### config.mk
export PLATFORM = sky130hd
export DESIGN_NAME = html_text_escaper_core
export DESIGN_NICKNAME = d
export VERILOG_FILES = /design/src/rtl/hte_pkg.sv /design/src/rtl/hte_classify.sv /design/src/rtl/html_text_escaper_core.sv
export SDC_FILE = /design/constraint.sdc
export NUM_CORES = 1
export LEC_CHECK = 0
export ABC_AREA = 1
export BUFFER_PORTS_ARGS = -buffer_cell sky130_fd_sc_hd__buf_2
export CAP_MARGIN = 20
export CORE_MARGIN = 2
export CORE_UTILIZATION = 43
export DETAILED_ROUTE_END_ITERATION = 6
export GPL_TIMING_DRIVEN = 0
export PLACE_DENSITY_LB_ADDON = 0.12
export SLEW_MARGIN = 20
export SYNTH_ARGS = -nofsm -noshare
export SYNTH_HDL_FRONTEND = slang
export SYNTH_SLANG_ARGS = --single-unit
### constraint.sdc
create_clock -name aclk -period 2.7 [get_ports aclk]
set_clock_uncertainty 0.2 [all_clocks]
set_input_delay 0.405 -clock aclk [delete_from_list [all_inputs] [get_ports aclk]]
set_output_delay 0.405 -clock aclk [all_outputs]
set_load 0.02 [all_outputs]
### src/rtl/hte_pkg.sv
`timescale 1ns / 1ps
`default_nettype none
package hte_pkg;

    localparam logic [15:0] UNIT_CR  = 16'h000D;
    localparam logic [15:0] UNIT_LF  = 16'h000A;
    localparam logic [15:0] UNIT_AMP = 16'h0026;
    localparam logic [15:0] UNIT_LT  = 16'h003C;
    localparam logic [15:0] UNIT_GT  = 16'h003E;

    // register index of the line-break control
    localparam logic REG_CONVERT_LINE_BREAKS = 1'b0;

    typedef enum logic [2:0] {
        KIND_PASS,
        KIND_AMP,
        KIND_LT,
        KIND_GT,
        KIND_BR,
        KIND_DROP
    } esc_kind_t;

    typedef logic [2:0] seq_idx_t;

    // number of units produced for an escape sequence
    function automatic seq_idx_t seq_len(input esc_kind_t kind);
        seq_idx_t n;
        case (kind)
            KIND_AMP: n = 3'd5;
            KIND_LT:  n = 3'd4;
            KIND_GT:  n = 3'd4;
            KIND_BR:  n = 3'd5;
            default:  n = 3'd1;
        endcase
        return n;
    endfunction

    // unit at position idx of an escape sequence
    function automatic logic [15:0] seq_char(input esc_kind_t kind, input seq_idx_t idx);
        logic [7:0] c;
        c = 8'h00;
        case (kind)
            KIND_AMP: begin
                case (idx)
                    3'd0: c = "&";
                    3'd1: c = "a";
                    3'd2: c = "m";
                    3'd3: c = "p";
                    default: c = ";";
                endcase
            end
            KIND_LT: begin
                case (idx)
                    3'd0: c = "&";
                    3'd1: c = "l";
                    3'd2: c = "t";
                    default: c = ";";
                endcase
            end
            KIND_GT: begin
                case (idx)
                    3'd0: c = "&";
                    3'd1: c = "g";
                    3'd2: c = "t";
                    default: c = ";";
                endcase
            end
            KIND_BR: begin
                case (idx)
                    3'd0: c = "<";
                    3'd1: c = "b";
                    3'd2: c = "r";
                    3'd3: c = "/";
                    default: c = ">";
                endcase
            end
            default: c = 8'h00;
        endcase
        return {8'h00, c};
    endfunction

endpackage
`default_nettype wire

### src/rtl/hte_classify.sv
`timescale 1ns / 1ps
`default_nettype none
module hte_classify
    import hte_pkg::*;
(
    input  wire logic [15:0] unit,
    input  wire logic        conv,
    input  wire logic        pending_cr,
    output esc_kind_t        kind
);

    always_comb begin
        if (unit == UNIT_AMP) begin
            kind = KIND_AMP;
        end else if (unit == UNIT_LT) begin
            kind = KIND_LT;
        end else if (unit == UNIT_GT) begin
            kind = KIND_GT;
        end else if (conv && unit == UNIT_LF && pending_cr) begin
            kind = KIND_DROP;
        end else if (conv && (unit == UNIT_CR || unit == UNIT_LF)) begin
            kind = KIND_BR;
        end else begin
            kind = KIND_PASS;
        end
    end

endmodule
`default_nettype wire

### src/rtl/html_text_escaper_core.sv
`timescale 1ns / 1ps
`default_nettype none
// channel   | dir | tdata                  | tlast         | handshake
// ----------+-----+------------------------+---------------+----------------
// s_        | in  | [15:0] text_unit       | end_of_string | s_tvalid/s_tready
// m_        | out | [15:0] out_unit        | last_of_run   | m_tvalid/m_tready
// apb       | in  | pwdata[0] convert_line_breaks at byte address 0
//
// plain units flow at one item per cycle while the output is not stalled; an escaped
//   unit holds the input until its sequence of four or five units has gone out, fed
//   by the expander into the single output register one unit per cycle unless stalled
// an lf dropped after a converted cr produces no output
// aresetn is synchronous, active low; clears valids, busy state, pending cr
//   and the line-break control
// an input register lets one item wait while the output is stalled
module html_text_escaper_core
    import hte_pkg::*;
(
    input  wire logic        aclk,
    input  wire logic        aresetn,

    input  wire logic        s_tvalid,
    output logic             s_tready,
    input  wire logic [15:0] s_tdata,   // [15:0] text_unit
    input  wire logic        s_tlast,   // end_of_string

    output logic             m_tvalid,
    input  wire logic        m_tready,
    output logic      [15:0] m_tdata,   // [15:0] out_unit
    output logic             m_tlast,   // last_of_run

    input  wire logic        psel,
    input  wire logic        penable,
    input  wire logic        pwrite,
    input  wire logic  [2:0] paddr,
    input  wire logic [31:0] pwdata,
    output logic      [31:0] prdata,
    output logic             pready
);

    // configuration
    logic conv_reg;

    // input register
    logic        in_valid_reg;
    logic [15:0] in_unit_reg;
    logic        in_eos_reg;

    // expander state: sequence in flight and the next position to emit
    logic      busy_reg, busy_next;
    esc_kind_t bkind_reg, bkind_next;
    seq_idx_t  idx_reg, idx_next;

    logic pending_cr_reg, pending_cr_next;

    // output register
    logic        out_valid_reg, out_valid_next;
    logic [15:0] out_unit_reg, out_unit_next;
    logic        out_last_reg, out_last_next;

    esc_kind_t kind;
    logic      out_can_load;
    logic      consume;
    logic      in_take;
    logic      cfg_write;

    assign pready    = 1'b1;
    assign cfg_write = psel && penable && pwrite && pready;
    assign prdata    = (paddr[2] == REG_CONVERT_LINE_BREAKS) ? {31'd0, conv_reg} : 32'd0;

    always_ff @(posedge aclk) begin
        if (!aresetn) begin
            conv_reg <= 1'b0;
        end else if (cfg_write && paddr[2] == REG_CONVERT_LINE_BREAKS) begin
            conv_reg <= pwdata[0];
        end
    end

    hte_classify u_classify (
        .unit       (in_unit_reg),
        .conv       (conv_reg),
        .pending_cr (pending_cr_reg),
        .kind       (kind)
    );

    assign out_can_load = !out_valid_reg || m_tready;

    // the waiting item leaves the input register when it starts; a dropped lf
    // needs no output slot
    assign consume  = in_valid_reg && !busy_reg && (kind == KIND_DROP || out_can_load);
    assign s_tready = !in_valid_reg || consume;
    assign in_take  = s_tvalid && s_tready;

    always_ff @(posedge aclk) begin
        if (!aresetn) begin
            in_valid_reg <= 1'b0;
        end else if (in_take) begin
            in_valid_reg <= 1'b1;
        end else if (consume) begin
            in_valid_reg <= 1'b0;
        end
    end

    always_ff @(posedge aclk) begin
        if (in_take) begin
            in_unit_reg <= s_tdata;
            in_eos_reg  <= s_tlast;
        end
    end

    // pending cr follows each consumed item
    always_comb begin
        pending_cr_next = pending_cr_reg;
        if (consume) begin
            pending_cr_next = conv_reg && in_unit_reg == UNIT_CR && !in_eos_reg;
        end
    end

    // expander and output register
    always_comb begin
        busy_next      = busy_reg;
        bkind_next     = bkind_reg;
        idx_next       = idx_reg;
        out_valid_next = out_valid_reg && !m_tready;
        out_unit_next  = out_unit_reg;
        out_last_next  = out_last_reg;
        if (busy_reg) begin
            if (out_can_load) begin
                out_valid_next = 1'b1;
                out_unit_next  = seq_char(bkind_reg, idx_reg);
                out_last_next  = (idx_reg == seq_len(bkind_reg) - 3'd1);
                if (idx_reg == seq_len(bkind_reg) - 3'd1) begin
                    busy_next = 1'b0;
                end else begin
                    idx_next = idx_reg + 3'd1;
                end
            end
        end else if (consume && kind != KIND_DROP) begin
            out_valid_next = 1'b1;
            if (kind == KIND_PASS) begin
                out_unit_next = in_unit_reg;
                out_last_next = 1'b1;
            end else begin
                // first unit goes out now, the rest from the expander
                out_unit_next = seq_char(kind, 3'd0);
                out_last_next = 1'b0;
                busy_next     = 1'b1;
                bkind_next    = kind;
                idx_next      = 3'd1;
            end
        end
    end

    always_ff @(posedge aclk) begin
        if (!aresetn) begin
            busy_reg       <= 1'b0;
            out_valid_reg  <= 1'b0;
            pending_cr_reg <= 1'b0;
        end else begin
            busy_reg       <= busy_next;
            out_valid_reg  <= out_valid_next;
            pending_cr_reg <= pending_cr_next;
        end
    end

    always_ff @(posedge aclk) begin
        bkind_reg    <= bkind_next;
        idx_reg      <= idx_next;
        out_unit_reg <= out_unit_next;
        out_last_reg <= out_last_next;
    end

    assign m_tvalid = out_valid_reg;
    assign m_tdata  = out_unit_reg;
    assign m_tlast  = out_last_reg;

endmodule
`default_nettype wire

After elaboration in Yosys (flattened, before gate mapping). Cells that the tools add are included.

Add/subtract/negate cells: 2. Equality and inequality tests: 22. Multiplexer cells: 38. Bitwise logic cells: 3. Reduce and logical (&&, ||, !) cells: 32.

Operators by type and width (number): 16-bit two-way mux (4); 7-bit one-hot mux with 4 select lines (2); 16-bit by 6-bit == test with 1-bit output (second input constant) (3); 7-bit one-hot mux with 3 select lines (2); 3-bit two-way mux (12); 16-bit by 4-bit == test with 1-bit output (second input constant) (2); 8-bit one-hot mux with 4 select lines (1); 3-bit by 2-bit == test with 1-bit output (second input constant) (6); 1-bit two-way mux (15); 1-bit logical AND (13); 6-bit one-hot mux with 2 select lines (1); 3-bit by 1-bit == test with 1-bit output (second input constant) (3); 3-bit == test (second input constant) (3); 3-bit logical NOT (2); 3-bit one-hot mux with 2 select lines (1); 1-bit logical NOT (5); 1-bit logical OR (4); 2-bit inequality test (second input constant) (2); 4-bit AND reduction (1); 2-bit nonzero test (2); 2-bit OR reduction (2); 3-bit by 1-bit adder with 3-bit output (second input constant) (1); 3-bit == test (1); 3-bit inequality test (second input constant) (1); 6 further kinds (8).

Flip-flop bits (word level): 45. Output and inout bits: 52. Logic and storage cells: 108.

Depth between registers and ports, before layout.
Depth after elaboration: 14. Gate-level depth with buffers: 11. Gate-level depth less buffers: 11.

Hierarchy. Synthesis repeated with hierarchy kept, for this count alone.

Cell total of the unflattened synthesis: 284. Area, all modules: 2546.2 um^2.

By module, submodules not included: html_text_escaper_core (times used 1, cells each 243, area an instance 2338.5 um^2); hte_classify (times used 1, cells each 41, area an instance 207.7 um^2).

Least setup slack after synthesis. No wires, ideal clock.

Kind: register to register. From: register in_unit_reg[9]. To: register in_eos_reg, enable pin. Library setup time: 0.397 ns. Arrival: 1.896 ns. Required time: 2.103 ns. Path slack: 0.208 ns. Stages on the path, launching flop included: 8. Clock period less this slack: 2.492 ns. Path through: edfxtp_1 > nor2_1 > nand2_1 > nor2_4 > nand4_1 > nand2_1 > nand3_1 > a21oi_1.

Longest elaborated chain between the ends: 13. Elaborated cells between the ends (all ways): 19. Classes of those cells: eq/ne (6); mux (5); reduce/logical (8).

RTL lines: from (decl) (line html_text_escaper_core.sv:46) `logic [15:0] in_unit_reg;`; from (signal assigned) (line html_text_escaper_core.sv:106) `in_unit_reg <= s_tdata;`; 16-bit by 4-bit == test with 1-bit output, on equally long branches (line hte_classify.sv:21, hte_classify.sv:19); 1-bit logical OR (line hte_classify.sv:21) `end else if (conv && (unit == UNIT_CR || unit == UNIT_LF)) begin`; 1-bit logical AND (line hte_classify.sv:21); 3-bit two-way mux (line hte_classify.sv:21); 3-bit two-way mux (line hte_classify.sv:19) `end else if (conv && unit == UNIT_LF && pending_cr) begin`; 3-bit two-way mux (line hte_classify.sv:17) `end else if (unit == UNIT_GT) begin`; 3-bit two-way mux (line hte_classify.sv:15) `end else if (unit == UNIT_LT) begin`; 3-bit two-way mux * (line hte_classify.sv:13) `if (unit == UNIT_AMP) begin`; 3-bit == test * (line html_text_escaper_core.sv:90) `assign consume = in_valid_reg && !busy_reg && (kind == KIND_DROP || out_can_load);`; 1-bit logical OR * (line html_text_escaper_core.sv:90); 1-bit logical AND * (line html_text_escaper_core.sv:90); 1-bit logical OR * (line html_text_escaper_core.sv:91) `assign s_tready = !in_valid_reg || consume;`; 1-bit logical AND * (line html_text_escaper_core.sv:92) `assign in_take = s_tvalid && s_tready;`; named net in_take (line html_text_escaper_core.sv:64) `logic in_take;`; to (signal assigned) (line html_text_escaper_core.sv:107) `in_eos_reg <= s_tlast;`; to (decl) (line html_text_escaper_core.sv:47) `logic in_eos_reg;`.

The timed path passes the listed nets; every way through them passes the cells marked *. A chain may end at the register's enable or synchronous reset.

Worst setup path after layout.
From: register in_unit_reg[13]. To: output port s_tready.

Longest elaborated chain between the ends: 12. Elaborated cells between the ends (all ways): 18. Classes of those cells: eq/ne (6); mux (5); reduce/logical (7).

RTL lines: 16-bit by 4-bit == test with 1-bit output, on equally long branches (line hte_classify.sv:21, hte_classify.sv:19); 1-bit logical OR (line hte_classify.sv:21); 1-bit logical AND (line hte_classify.sv:21); 3-bit two-way mux (line hte_classify.sv:21); 3-bit two-way mux (line hte_classify.sv:19); 3-bit two-way mux (line hte_classify.sv:17); 3-bit two-way mux (line hte_classify.sv:15); 3-bit two-way mux * (line hte_classify.sv:13); 3-bit == test * (line html_text_escaper_core.sv:90); 1-bit logical OR * (line html_text_escaper_core.sv:90); 1-bit logical AND * (line html_text_escaper_core.sv:90); 1-bit logical OR * (line html_text_escaper_core.sv:91); to (decl) (line html_text_escaper_core.sv:23) `output logic s_tready,`.

Mark *: on every way between the ends. The rest lies on a longest branch, timed or not.

==> results.tsv <==
metric	value	unit
status	completed	
slowest stage delay, CP	0.41	ns
gr ovfl total	0	
Slowest-stage cell, CP	edfxtp_1	
Final Hold Viols	0	
worst-skew pair later-pin latency	0.30	ns
Syn-to-layout area delta	22.8	%
clk sinks	45	
LEAKAGE	1.46	nW
Die X	80.1	um
CP dominant cell by count	nand2_1	
R2R cell count	9	
Final period util	88.8	%
Post-CTS Setup Bufs	0	
antenna cells	0	
via/cell ratio	4.39	
DPL Wire Length	3590	um
Clock Tree Buf Depth	2	
routed via count	1826	
Synth Area per Inst	9.61	um2
full die area	6410	um2
cts repair resizes	0	
synthesized cell area	2490	um2
drt first pass iters	4	
FILL cells	554	
Fmax	417	MHz
total global-route track usage	15.0	%
post-route ant nets	0	
met3 Resource Use GR	3.93	%
CP arrival	1.79	ns
Min-Delay Path Depth	1	
Pwr Total	1.50	mW
clock root buffer	clkbuf_8	
grt peak-use layer	met2	
largest net degree at the start of global routing	16	
RR Endpoint	m_tdata[1]	
Core Region	5540	um2
first-pass GRT wire length	7270	um
RR Startpoint	idx_reg[1]	
vias in the first global route	1644	
final hold slack	0.0818	ns
WP data required	2.10	ns
crit path kind	reg2out	
CTS tree	built	
CTS clk-pin slew, worst paths	0.08	ns
# rows	27	
Worst Hold Class	in2reg	
total routed wirelength	4410	um
crit path time final	2.40	ns
Layout Nets	407	
Post-Synthesis Cells	259	
Num CTS Buffers	5	
Yosys Warn Count	0	
Max FO, Critical Path	7	
Avg WL per Cell	10.6	um
GRT met1 Usage	17.8	%
H-tree Lvls	2	
Die H	80.1	um
routability cong.	0.839	
sequential area share after synthesis	52.3	%
share of post-route cells with drive strength above 1	33.4	%
crit start category	flip-flop	
final setup fails	0	
Storage cell area	1300	um2
I/O Buffers	45	
Pwr per Cell Area	490	nW/um2
flops & latches, synth	45	
initial antenna violation count	0	
routing usage on met2	25.2	%
Critical Path End Type	output pin	
Initial Utilization	44.9	%
# DRC	0	
Ports	111	
maximum VDD drop	0.370	mV
hold path endpoint	in_unit_reg[12]	
Hold Startpoint	s_tdata[12]	
cell breakdown of the critical path	nor2_1 -> nand2_1 -> nor2_4 -> nand4_1 -> nand2_1 -> nand3_1 -> nand2_1 -> buf_2	
RSZ-0062 raised after global routing	no	
fin. max-slew vios	0	
multi-input logic area	887	um2
Iter 0 DRT Violations	77	
number of max-cap violations	0	
distinct cell type count of the synthesized netlist	32	
flop2flop setup slack	0.44	ns
Hold-fix buffers, CTS	0	
cell usage in the layout, fill, tap and decap left out, types with 2 or more instances in the layout:
cell type and n:
inv_1 37, inv_2 2, nand2_1 35, nor2_4 2, nand3_1 18, buf_6 2
conb_1 32, nor2_1 19, o21ai_2 4, clkbuf_8 5, nor3_2 2, a221oi_1 2
edfxtp_1 40, buf_2 46, nand4_1 4, nor2_2 10, a21oi_1 8, o22ai_1 2
dfxtp_1 5, ha_1 5, buf_4 32, o21ai_0 16
power by group:
part           leakage, nW  switching, mW  total, mW  internal [mW]
combinational        0.986          0.117      0.192         0.0749
sequential           0.422         0.0147      0.812          0.797
clock               0.0518          0.221      0.494          0.272
total                 1.46          0.354       1.50           1.14
final cells by class:
type	instances	area share [%]
multi-input cells	169	29.0
flip-flops and latches	45	42.6
well taps	72	2.95
repair buffers	47	8.10
plain buffers	36	8.96
clock buffers	5	2.25
clock inverters	3	1.35
inverters	39	4.79
routing by layer:
metal	routed length, um	vias up
met3	336	9
met1	1820	793
met5	0	-
li1	-	962
met2	2140	62
met4	110	0
cell usage after synthesis, drive strengths merged:
cell,instances,area share (%)
a21oi,9,1.8
a221oi,2,0.70
buf,34,11
clkbuf,2,0.35
conb,2,0.30
dfxtp,5,4.0
edfxtp,40,48
ha,5,2.5
inv,39,5.9
nand2,37,6.0
nand3,18,3.6
nand4,6,2.4
nor2,31,6.3
nor3,2,0.80
o211ai,1,0.30
o21ai,21,4.7
o21bai,1,0.30
o22ai,2,0.50
o311a,1,0.40
or2,1,0.25
kinds of logic after synthesis:
logic type                 share of synthesized area [%]
adders and majority gates                           2.51
buffers and inverters                               16.9
and+or+nand+nor                                     19.3
DFF                                                 52.3
other                                              0.302
AOI/OAI and AO/OA                                   8.70
critical path, delay by kind of cell (launching register included):
family                 cells  cell delay [ns]
buffers and inverters      1             0.16
DFF                        1             0.41
and+or+nand+nor            7             0.93
worst max-delay path by stage:
stage	from	to	slack, ns
finish	in_unit_reg[13]	s_tready	0.30
global route	in_unit_reg[13]	s_tready	0.14
CTS	in_unit_reg[13]	s_tready	0.26
detailed placement	in_unit_reg[13]	in_unit_reg[12]	0.49
global placement	m_tready	m_tdata[4]	-0.41
floorplan	in_unit_reg[9]	in_eos_reg	0.21
metrics by stage:
step / area, um2 / setup TNS (ns) / instances / utilization (%) / worst slack, ns
floorplan: 2600 / 0 / 289 / - / 0.208
global placement: 2920 / -11.84 / 406 / 52.6 / -0.412
detailed placement: 2950 / 0 / 408 / 53.2 / 0.486
CTS: 3060 / 0 / 416 / 55.2 / 0.260
global route: 3060 / 0 / 416 / 55.2 / 0.137
finish: 3060 / 0 / 416 / 55.2 / 0.302
No activity file was read; power rests on OpenSTA's default activity.
